<file path="src/rtl/pic_pkg.sv">
// Package for the phasor inductor companion block.
// Holds the shared types, register indexes, product-term codes and the
// rounding and saturation helpers. No dependencies.
`default_nettype none

package pic_pkg;

  // Data widths: Q16.16 voltages and currents, Q8.24 coefficients.
  localparam int DATA_W     = 32;
  localparam int COEF_FRAC  = 24;
  localparam int PROD_W     = 2 * DATA_W;
  // Four exact products plus a shifted Q16.16 addend need 66 bits; keep margin.
  localparam int ACC_W      = 68;
  localparam int CFG_IDX_W  = 3;
  localparam int CFG_DATA_W = 32;

  // Configuration register indexes.
  localparam logic [CFG_IDX_W-1:0] REG_COND_RE  = 3'd0;
  localparam logic [CFG_IDX_W-1:0] REG_COND_IM  = 3'd1;
  localparam logic [CFG_IDX_W-1:0] REG_HIST_RE  = 3'd2;
  localparam logic [CFG_IDX_W-1:0] REG_HIST_IM  = 3'd3;
  localparam logic [CFG_IDX_W-1:0] REG_POS_GND  = 3'd4;
  localparam logic [CFG_IDX_W-1:0] REG_NEG_GND  = 3'd5;

  // Terms of a complex product (ar + j ai)(br + j bi).
  localparam logic [1:0] TERM_RR = 2'd0;  // ar*br, added to real part
  localparam logic [1:0] TERM_II = 2'd1;  // ai*bi, subtracted from real part
  localparam logic [1:0] TERM_IR = 2'd2;  // ai*br, added to imaginary part
  localparam logic [1:0] TERM_RI = 2'd3;  // ar*bi, added to imaginary part

  // Control word from the sequencer to the datapath.
  typedef struct packed {
    logic       clear;     // zero both accumulators
    logic       mul_en;    // capture a product
    logic       mul_hist;  // operands H and I instead of G and dV
    logic [1:0] mul_term;  // which term to multiply
    logic       acc_en;    // add the held product
    logic [1:0] acc_term;  // which term the held product is
    logic       cur_load;  // round the accumulators into the current
  } pic_ctrl_t;

  // Difference of two Q16.16 values, saturated to 32 bits.
  function automatic logic signed [DATA_W-1:0] sat_diff(
    input logic signed [DATA_W-1:0] a,
    input logic signed [DATA_W-1:0] b
  );
    logic signed [DATA_W:0] d;
    begin
      d = {a[DATA_W-1], a} - {b[DATA_W-1], b};
      if (d[DATA_W] != d[DATA_W-1]) begin
        sat_diff = d[DATA_W] ? {1'b1, {(DATA_W-1){1'b0}}} : {1'b0, {(DATA_W-1){1'b1}}};
      end else begin
        sat_diff = d[DATA_W-1:0];
      end
    end
  endfunction

  // Drop the coefficient fraction (half LSB already added) and saturate.
  function automatic logic signed [DATA_W-1:0] round_sat(
    input logic signed [ACC_W-1:0] t
  );
    logic [ACC_W-COEF_FRAC-1:0] s;
    logic                       ovf;
    begin
      s   = t[ACC_W-1:COEF_FRAC];
      ovf = !((&s[ACC_W-COEF_FRAC-1:DATA_W-1]) || !(|s[ACC_W-COEF_FRAC-1:DATA_W-1]));
      if (ovf) begin
        round_sat = s[ACC_W-COEF_FRAC-1] ? {1'b1, {(DATA_W-1){1'b0}}}
                                         : {1'b0, {(DATA_W-1){1'b1}}};
      end else begin
        round_sat = s[DATA_W-1:0];
      end
    end
  endfunction

endpackage

`default_nettype wire

</file>
<file path="src/rtl/pic_if.sv">
// Handshake channel interfaces of the phasor inductor companion block.
// One interface for the node voltage words, one for the result words.
// Depends on pic_pkg for the data width.
`default_nettype none

interface pic_in_if;
  logic                              valid;
  logic                              ready;
  logic signed [pic_pkg::DATA_W-1:0] v_pos_re;
  logic signed [pic_pkg::DATA_W-1:0] v_pos_im;
  logic signed [pic_pkg::DATA_W-1:0] v_neg_re;
  logic signed [pic_pkg::DATA_W-1:0] v_neg_im;

  modport source (output valid, v_pos_re, v_pos_im, v_neg_re, v_neg_im, input ready);
  modport sink   (input valid, v_pos_re, v_pos_im, v_neg_re, v_neg_im, output ready);
endinterface

interface pic_out_if;
  logic                              valid;
  logic                              ready;
  logic signed [pic_pkg::DATA_W-1:0] cur_re;
  logic signed [pic_pkg::DATA_W-1:0] cur_im;
  logic signed [pic_pkg::DATA_W-1:0] src_re;
  logic signed [pic_pkg::DATA_W-1:0] src_im;

  modport source (output valid, cur_re, cur_im, src_re, src_im, input ready);
  modport sink   (input valid, cur_re, cur_im, src_re, src_im, output ready);
endinterface

`default_nettype wire

</file>
<file path="src/rtl/pic_datapath.sv">
// Shared multiply-accumulate datapath of the phasor inductor companion block.
// One 32x32 multiplier with a product register, two exact accumulators and
// the current register. Depends on pic_pkg.
`default_nettype none

module pic_datapath (
  input  wire                              clk,
  input  wire pic_pkg::pic_ctrl_t          ctrl,
  input  wire signed [pic_pkg::DATA_W-1:0] cond_re,
  input  wire signed [pic_pkg::DATA_W-1:0] cond_im,
  input  wire signed [pic_pkg::DATA_W-1:0] hist_re,
  input  wire signed [pic_pkg::DATA_W-1:0] hist_im,
  input  wire signed [pic_pkg::DATA_W-1:0] d_re,
  input  wire signed [pic_pkg::DATA_W-1:0] d_im,
  input  wire signed [pic_pkg::DATA_W-1:0] eq_src_re,
  input  wire signed [pic_pkg::DATA_W-1:0] eq_src_im,
  output logic signed [pic_pkg::DATA_W-1:0] cur_re,
  output logic signed [pic_pkg::DATA_W-1:0] cur_im,
  output logic signed [pic_pkg::DATA_W-1:0] src_re,
  output logic signed [pic_pkg::DATA_W-1:0] src_im
);
  import pic_pkg::*;

  localparam logic signed [ACC_W-1:0] HALF_LSB =
    {{(ACC_W-COEF_FRAC){1'b0}}, 1'b1, {(COEF_FRAC-1){1'b0}}};

  logic signed [DATA_W-1:0] ar, ai, br, bi;
  logic signed [DATA_W-1:0] op_a, op_b;
  logic signed [PROD_W-1:0] prod;
  logic signed [ACC_W-1:0]  prod_ext;
  logic signed [ACC_W-1:0]  acc_re, acc_im;
  logic signed [ACC_W-1:0]  cur_addend_re, cur_addend_im;

  // Operand pairs: G and dV for the current, H and I for the next source.
  always_comb begin
    ar = ctrl.mul_hist ? hist_re : cond_re;
    ai = ctrl.mul_hist ? hist_im : cond_im;
    br = ctrl.mul_hist ? cur_re  : d_re;
    bi = ctrl.mul_hist ? cur_im  : d_im;
    case (ctrl.mul_term)
      TERM_RR: begin op_a = ar; op_b = br; end
      TERM_II: begin op_a = ai; op_b = bi; end
      TERM_IR: begin op_a = ai; op_b = br; end
      TERM_RI: begin op_a = ar; op_b = bi; end
      default: begin op_a = ar; op_b = br; end
    endcase
  end

  // The single multiplier, registered.
  always_ff @(posedge clk) begin
    if (ctrl.mul_en) begin
      prod <= op_a * op_b;
    end
  end

  assign prod_ext = {{(ACC_W-PROD_W){prod[PROD_W-1]}}, prod};

  // Exact accumulation; the imaginary-by-imaginary term is subtracted.
  always_ff @(posedge clk) begin
    if (ctrl.clear) begin
      acc_re <= '0;
      acc_im <= '0;
    end else if (ctrl.acc_en) begin
      case (ctrl.acc_term)
        TERM_RR: acc_re <= acc_re + prod_ext;
        TERM_II: acc_re <= acc_re - prod_ext;
        TERM_IR: acc_im <= acc_im + prod_ext;
        TERM_RI: acc_im <= acc_im + prod_ext;
        default: acc_re <= acc_re;
      endcase
    end
  end

  // Stored source shifted into the accumulator scale, with the half LSB merged in.
  assign cur_addend_re = {{(ACC_W-DATA_W-COEF_FRAC){eq_src_re[DATA_W-1]}}, eq_src_re,
                          1'b1, {(COEF_FRAC-1){1'b0}}};
  assign cur_addend_im = {{(ACC_W-DATA_W-COEF_FRAC){eq_src_im[DATA_W-1]}}, eq_src_im,
                          1'b1, {(COEF_FRAC-1){1'b0}}};

  // The current keeps the raw G*dV sums in the accumulators for the source.
  always_ff @(posedge clk) begin
    if (ctrl.cur_load) begin
      cur_re <= round_sat(acc_re + cur_addend_re);
      cur_im <= round_sat(acc_im + cur_addend_im);
    end
  end

  // Next source once the H*I terms are in.
  assign src_re = round_sat(acc_re + HALF_LSB);
  assign src_im = round_sat(acc_im + HALF_LSB);

endmodule

`default_nettype wire

</file>
<file path="src/rtl/phasor_inductor_companion.sv">
// Top level of the phasor inductor companion block (trapezoidal rule).
// Sequencer, configuration registers, stored source and result register.
// Depends on pic_pkg, pic_if and pic_datapath.
// Usage:
//   volt carries one word per simulation time step: the complex voltages of
//   both inductor ends, Q16.16. result returns one word per step: the branch
//   current and the next equivalent source, Q16.16, saturated.
//   The configuration port writes conductance, history factor and the two
//   ground flags by index; write only while the block is idle.
// Timing:
//   A word is accepted when volt.ready is high, which it is only while the
//   sequencer is idle; a new word waits until the previous one has reached
//   the output register. The schedule is set by the one shared 32x32
//   multiplier: eight products, four for G*dV and four for H*I, each followed
//   by one accumulate, plus the rounding steps.
// Reset and stalls:
//   Reset clears the configuration registers, the sequencer state, the stored source and all valid state.
//   The result waits in its register while result.ready is low; a new word
//   may be accepted meanwhile, and its final step waits until the register
//   is free, so the stored source advances exactly once per step.
`default_nettype none

module phasor_inductor_companion (
  input  wire                                 clk,
  input  wire                                 rst,
  pic_in_if.sink                              volt,
  pic_out_if.source                           result,
  input  wire                                 wr_en,
  input  wire [pic_pkg::CFG_IDX_W-1:0]        wr_index,
  input  wire [pic_pkg::CFG_DATA_W-1:0]       wr_data
);
  import pic_pkg::*;

  // Sequencer states and step numbers.
  localparam logic [1:0] S_IDLE = 2'd0;
  localparam logic [1:0] S_RUN  = 2'd1;
  localparam logic [1:0] S_FIN  = 2'd2;
  localparam logic [3:0] STEP_CUR  = 4'd5;
  localparam logic [3:0] STEP_HIST = 4'd6;
  localparam logic [3:0] STEP_LAST = 4'd10;

  logic [1:0]               state, state_next;
  logic [3:0]               step;
  logic                     accept;
  logic                     fin_go;
  pic_ctrl_t                ctrl;

  logic signed [DATA_W-1:0] cond_re, cond_im, hist_re, hist_im;
  logic                     pos_grounded, neg_grounded;
  logic signed [DATA_W-1:0] eq_src_re, eq_src_im;
  logic signed [DATA_W-1:0] d_re, d_im;
  logic signed [DATA_W-1:0] vp_re, vp_im, vn_re, vn_im;
  logic signed [DATA_W-1:0] cur_re, cur_im, src_re, src_im;
  logic                     out_valid;
  logic signed [DATA_W-1:0] out_cur_re, out_cur_im, out_src_re, out_src_im;

  assign accept = volt.valid && volt.ready;
  assign fin_go = (state == S_FIN) && (!out_valid || result.ready);

  // Configuration registers; indexes beyond the list are ignored.
  always_ff @(posedge clk) begin
    if (rst) begin
      cond_re      <= '0;
      cond_im      <= '0;
      hist_re      <= '0;
      hist_im      <= '0;
      pos_grounded <= 1'b0;
      neg_grounded <= 1'b0;
    end else if (wr_en) begin
      case (wr_index)
        REG_COND_RE: cond_re      <= wr_data[DATA_W-1:0];
        REG_COND_IM: cond_im      <= wr_data[DATA_W-1:0];
        REG_HIST_RE: hist_re      <= wr_data[DATA_W-1:0];
        REG_HIST_IM: hist_im      <= wr_data[DATA_W-1:0];
        REG_POS_GND: pos_grounded <= wr_data[0];
        REG_NEG_GND: neg_grounded <= wr_data[0];
        default: ;
      endcase
    end
  end

  // Grounded ends read as zero; the difference is captured on acceptance.
  assign vp_re = pos_grounded ? '0 : volt.v_pos_re;
  assign vp_im = pos_grounded ? '0 : volt.v_pos_im;
  assign vn_re = neg_grounded ? '0 : volt.v_neg_re;
  assign vn_im = neg_grounded ? '0 : volt.v_neg_im;

  always_ff @(posedge clk) begin
    if (accept) begin
      d_re <= sat_diff(vp_re, vn_re);
      d_im <= sat_diff(vp_im, vn_im);
    end
  end

  // State and step counter.
  always_comb begin
    state_next = state;
    case (state)
      S_IDLE:  if (accept) state_next = S_RUN;
      S_RUN:   if (step == STEP_LAST) state_next = S_FIN;
      S_FIN:   if (fin_go) state_next = S_IDLE;
      default: state_next = S_IDLE;
    endcase
  end

  always_ff @(posedge clk) begin
    if (rst) begin
      state <= S_IDLE;
      step  <= '0;
    end else begin
      state <= state_next;
      if (state == S_RUN) begin
        step <= step + 4'd1;
      end else begin
        step <= '0;
      end
    end
  end

  // Step schedule: each product is captured in the product register, then accumulated.
  always_comb begin
    ctrl          = '0;
    ctrl.clear    = accept;
    ctrl.cur_load = (state == S_RUN) && (step == STEP_CUR);
    if (state == S_RUN) begin
      if (step < 4'd4) begin
        ctrl.mul_en   = 1'b1;
        ctrl.mul_term = step[1:0];
      end else if (step >= STEP_HIST && step < STEP_HIST + 4'd4) begin
        ctrl.mul_en   = 1'b1;
        ctrl.mul_hist = 1'b1;
        ctrl.mul_term = 2'(step - STEP_HIST);
      end
      if (step >= 4'd1 && step <= 4'd4) begin
        ctrl.acc_en   = 1'b1;
        ctrl.acc_term = 2'(step - 4'd1);
      end else if (step >= STEP_HIST + 4'd1 && step <= STEP_LAST) begin
        ctrl.acc_en   = 1'b1;
        ctrl.acc_term = 2'(step - STEP_HIST - 4'd1);
      end
    end
  end

  pic_datapath u_datapath (
    .clk       (clk),
    .ctrl      (ctrl),
    .cond_re   (cond_re),
    .cond_im   (cond_im),
    .hist_re   (hist_re),
    .hist_im   (hist_im),
    .d_re      (d_re),
    .d_im      (d_im),
    .eq_src_re (eq_src_re),
    .eq_src_im (eq_src_im),
    .cur_re    (cur_re),
    .cur_im    (cur_im),
    .src_re    (src_re),
    .src_im    (src_im)
  );

  // Stored source advances when the result is handed to the output register.
  always_ff @(posedge clk) begin
    if (rst) begin
      eq_src_re <= '0;
      eq_src_im <= '0;
    end else if (fin_go) begin
      eq_src_re <= src_re;
      eq_src_im <= src_im;
    end
  end

  // Output register.
  always_ff @(posedge clk) begin
    if (rst) begin
      out_valid <= 1'b0;
    end else if (fin_go) begin
      out_valid <= 1'b1;
    end else if (result.ready) begin
      out_valid <= 1'b0;
    end
  end

  always_ff @(posedge clk) begin
    if (fin_go) begin
      out_cur_re <= cur_re;
      out_cur_im <= cur_im;
      out_src_re <= src_re;
      out_src_im <= src_im;
    end
  end

  assign volt.ready    = (state == S_IDLE);
  assign result.valid  = out_valid;
  assign result.cur_re = out_cur_re;
  assign result.cur_im = out_cur_im;
  assign result.src_re = out_src_re;
  assign result.src_im = out_src_im;

endmodule

`default_nettype wire

</file>
<file path="src/flat_wrapper.sv">
// flat-port wrapper written by rule: the top's interface ports become plain ports
module phasor_inductor_companion_flat import pic_pkg::*;
  (clk, rst, wr_en, wr_index, wr_data, volt_valid, volt_v_pos_re, volt_v_pos_im, volt_v_neg_re, volt_v_neg_im, volt_ready, result_valid, result_cur_re, result_cur_im, result_src_re, result_src_im, result_ready);
  pic_in_if volt_i ();
  pic_out_if result_i ();
  input  wire clk;
  input  wire rst;
  input  wire wr_en;
  input  wire [pic_pkg::CFG_IDX_W-1:0] wr_index;
  input  wire [pic_pkg::CFG_DATA_W-1:0] wr_data;
  input wire logic [$bits(volt_i.valid)-1:0] volt_valid;
  input wire logic [$bits(volt_i.v_pos_re)-1:0] volt_v_pos_re;
  input wire logic [$bits(volt_i.v_pos_im)-1:0] volt_v_pos_im;
  input wire logic [$bits(volt_i.v_neg_re)-1:0] volt_v_neg_re;
  input wire logic [$bits(volt_i.v_neg_im)-1:0] volt_v_neg_im;
  output wire logic [$bits(volt_i.ready)-1:0] volt_ready;
  output wire logic [$bits(result_i.valid)-1:0] result_valid;
  output wire logic [$bits(result_i.cur_re)-1:0] result_cur_re;
  output wire logic [$bits(result_i.cur_im)-1:0] result_cur_im;
  output wire logic [$bits(result_i.src_re)-1:0] result_src_re;
  output wire logic [$bits(result_i.src_im)-1:0] result_src_im;
  input wire logic [$bits(result_i.ready)-1:0] result_ready;
  assign volt_i.valid = volt_valid;
  assign volt_i.v_pos_re = volt_v_pos_re;
  assign volt_i.v_pos_im = volt_v_pos_im;
  assign volt_i.v_neg_re = volt_v_neg_re;
  assign volt_i.v_neg_im = volt_v_neg_im;
  assign volt_ready = volt_i.ready;
  assign result_valid = result_i.valid;
  assign result_cur_re = result_i.cur_re;
  assign result_cur_im = result_i.cur_im;
  assign result_src_re = result_i.src_re;
  assign result_src_im = result_i.src_im;
  assign result_i.ready = result_ready;
  phasor_inductor_companion u_core (.clk(clk), .rst(rst), .volt(volt_i), .result(result_i), .wr_en(wr_en), .wr_index(wr_index), .wr_data(wr_data));
endmodule
</file>
<file path="config.mk">
export PLATFORM = sky130hd
export DESIGN_NAME = phasor_inductor_companion_flat
export DESIGN_NICKNAME = d
export VERILOG_FILES = /design/src/rtl/pic_pkg.sv /design/src/rtl/pic_if.sv /design/src/rtl/pic_datapath.sv /design/src/rtl/phasor_inductor_companion.sv /design/src/flat_wrapper.sv
export SDC_FILE = /design/constraint.sdc
export NUM_CORES = 2
export LEC_CHECK = 0
export CORE_UTILIZATION = 35
export DETAILED_ROUTE_END_ITERATION = 10
export DONT_BUFFER_PORTS = 1
export GPL_ROUTABILITY_DRIVEN = 0
export GPL_TIMING_DRIVEN = 0
export SLEW_MARGIN = 5
export SYNTH_ARGS = -nofsm -noshare
export SYNTH_HDL_FRONTEND = slang
export SYNTH_SLANG_ARGS = --single-unit
</file>
<file path="constraint.sdc">
create_clock -name clk -period 41.1 [get_ports clk]
set_input_delay 2.055 -clock clk [delete_from_list [all_inputs] [get_ports clk]]
set_output_delay 2.055 -clock clk [all_outputs]
set_load 0.02 [all_outputs]
</file>
==> results.py <==
metrics = {
    "setup_path": {
        "startpoint_type": "flip-flop",
        "end_kind": "flip-flop",
        "crit_type": "reg -> reg",
        "required_ns": 41.55,
        "r2r_slack_ns": 27.27,
        "startpoint": "u_core.step[2]",
        "cp_common_cell": "fa_1",
        "worstPathMaxFanout": 10,
        "critPathArrivalTime_ns": 14.28,
        "rr_startpoint": "u_core.step[2]",
        "critPathMaxStageDelay_ns": 1.27,
        "crit_path_top_delay_cell": "mux2i_1",
    },
    "place": {
        "dp_slack_ns": 27.25,
        "dp_hpwl_mm": 248,
        "numPlacedInstances": 12000,
        "port_buffers": 0,
    },
    "floorplanning": {
        "fp-row-count": 174,
        "die_y_um": 479,
        "dieArea_um2": 230000,
        "core-area_um2": 226000,
        "die_x_um": 479,
        "ioPinCount": 298,
        "start_util_pct": 35.3,
    },
    "power": {
        "p_per_area_nw_per_um2": 37.8,
        "p_leak_uw": 0.0383,
        "irDropWorstVdd_mv": 0.0317,
    },
    "yosys": {
        "netlist.top_cell.by_area": "fa_1",
        "yosys_register_bits": 657,
        "avgSynthCellArea_um2": 8.86,
        "synthFlopType": "dfxtp_1",
        "syn_nets": 10700,
        "synth_edf_count": 320,
        "synth_top_cell_area_share_pct": 27.3,
        "synth-async-reset-ratio_pct": 0,
        "synth_cell_types": 96,
        "syn_area_um2": 79800,
        "synthCells": 9008,
        "seq_area_frac_synth_pct": 20.5,
        "yosysWarnings": 0,
        "synth.top_cells.by_area": "fa_1 (27%), edfxtp_1 (12%), dfxtp_1 (8.5%), ha_1 (7.5%), nand2_1 (6.1%)",
    },
    "global_route": {
        "grt-ovfl-total": 0,
        "grt_pass1_wl_mm": 439,
        "grt_usage_pct": 25.7,
        "first_global_vias": 67900,
        "grt_max_degree": 91,
        "antenna_found_initial": 24,
    },
    "clock_tree": {
        "htreeDepth": 3,
        "hold_buffers": 0,
        "clock_latency_ns": 0.75,
        "clk_pin_slew_ns": 0.06,
        "root_buffer": "clkbuf_16",
        "post-cts-setup-buffers": 0,
        "post_cts_resized": 0,
        "numCtsBuffers": 74,
        "cts.sinks": 657,
        "clockBufferDepth": 3,
        "cts_tree": "yes",
    },
    "cells_and_area": {
        "post-route-util_pct": 38.4,
        "final_cell_mix": "nand2_1 (1294), inv_1 (1137), fa_1 (1087), nor2_1 (762), a21oi_1 (684)",
        "drive_gt1_share_pct": 3.62,
        "fin_nets": 10800,
        "final_common_cell": "nand2_1",
        "instances_no_fill": 12200,
        "area_growth_pct": 8.74,
        "nFillCells": 22700,
    },
    "timing": {
        "fin_worst_skew_ns": 0.0590,
        "maxSlewViolCount": 53,
        "worst_slack_ns": 27.27,
        "setup_viol": 0,
        "post-route-period-util_pct": 33.6,
        "clock.fmax_mhz": 72.3,
        "finalHoldViolCount": 0,
        "worst_pin_slew_ns": 1.56,
        "finalSetupTns_ns": 0,
        "slew_headroom_pct": -6.83,
        "rsz0062_at_grt": "no",
        "fin_hold_ws_ns": 0.446,
        "finalWorstPathRequiredPeriod_ns": 13.83,
    },
    "job": {
        "maxCapViolations": 10,
    },
    "route": {
        "dr.pass1.iters": 9,
        "vias_per_cell": 5.59,
        "wire_per_inst_um": 24.6,
        "drtIter0Drc": 6954,
        "drc_errors": 0,
        "wirelength_mm": 300,
        "vias": 68100,
        "ant_nets": 0,
    },
    "min_path": {
        "hold_class": "reg -> reg",
        "min-delay-start": "u_core.u_datapath.cur_re[29]",
    },
    "outcome": {
        "violations": "max-capacitance violations, max-slew violations",
        "status": "complete, but fails checks",
    },
}
-- path summary, 6_finish.rpt --
check / end / cells past startpoint
setup / recovery: u_core.u_datapath.prod[63] / 35
hold reg to reg: u_core.result.cur_re[29] / 0
setup reg to reg: u_core.u_datapath.prod[63] / 35
hold / removal: u_core.result.cur_re[29] / 0
-- power breakdown --
group          switching (uW)  internal [uW]
sequential               97.1            788
clock                     311            410
combinational            1090            576
total                    1500           1770
-- cells in the mapped netlist, drive strengths merged (60+ instances only) --
cell type,number
a21o,223
a21oi,685
a22o,61
clkbuf,389
dfxtp,337
edfxtp,320
fa,1088
ha,475
inv,1138
mux2,65
mux2i,198
nand2,1294
nand2b,127
nand3,98
nand4,79
nor2,764
nor2b,123
nor3,76
o21ai,285
o21bai,60
xnor2,252
xor2,199
-- layout make-up --
class                           instances  area (um^2)  share of cell area, %
Inverter                             1139         4280                   4.93
Sequential cell                       657        16400                   18.9
Timing Repair Buffer                   25          367                  0.423
Clock buffer                           90         1950                   2.24
Buffer                                427         1650                   1.90
Clock inverter                         46          679                  0.783
Multi-Input combinational cell       6785        57700                   66.5
Antenna cell                           24         60.1                 0.0692
Tap cell                             2992         3740                   4.32
-- cell families (layout without fill, tap and decap cells) --
logic type / Yosys count / count (layout) / share of synthesized area (%)
and+or+nand+nor: 2789 / 2789 / 15.3
buffers and inverters: 1566 / 1727 / 7.42
AOI/OAI and AO/OA: 1679 / 1679 / 13.1
muxes: 263 / 263 / 3.40
adders and majority gates: 1603 / 1603 / 35.3
xor gates and xnor gates: 451 / 451 / 4.95
other: 0 / 24 / 0
DFF: 657 / 657 / 20.5
-- flip-flops by register name (all words and copies together), names as in the netlist, 4 cells and up --
signal                    count
u_core.cond_re               32
u_core.hist_re               32
u_core.result.cur_re         32
u_core.u_datapath.acc_re     68
u_core.d_im                  32
u_core.u_datapath.cur_im     32
u_core.u_datapath.prod       64
u_core.eq_src_re             32
u_core.u_datapath.cur_re     32
u_core.u_datapath.acc_im     68
u_core.result.src_re         32
u_core.eq_src_im             32
u_core.result.src_im         32
u_core.hist_im               32
u_core.cond_im               32
u_core.result.cur_im         32
u_core.step                   4
u_core.d_re                  32
-- layer usage --
| layer | share of wire, % | global-route usage (%) |
|---|---|---|
| met1 | 38 | 31.7 |
| met2 | 43 | 39.2 |
| met3 | 12 | 9.01 |
| met4 | 6.8 | 14.0 |
| met5 | 0.28 | 1.26 |
-- per-stage QoR --
| step | area (um^2) | total power [uW] |
|---|---|---|
| floorplan | 79800 | 1920 |
| global placement | 83500 | 2470 |
| detailed placement | 84000 | 2510 |
| CTS | 86700 | 3240 |
| global route | 86700 | 3450 |
| finish | 86700 | 3280 |
-- worst max-delay path: cells and delay by family, from the launching register on --
| family | cells | cell delay [ns] |
|---|---|---|
| AOI/OAI and AO/OA | 11 | 2.70 |
| xor gates and xnor gates | 1 | 0.13 |
| adders and majority gates | 9 | 4.48 |
| buffers and inverters | 9 | 3.32 |
| DFF | 1 | 0.32 |
| muxes | 2 | 1.39 |
| and+or+nand+nor | 3 | 1.17 |
(Power assumes the default switching activity.)
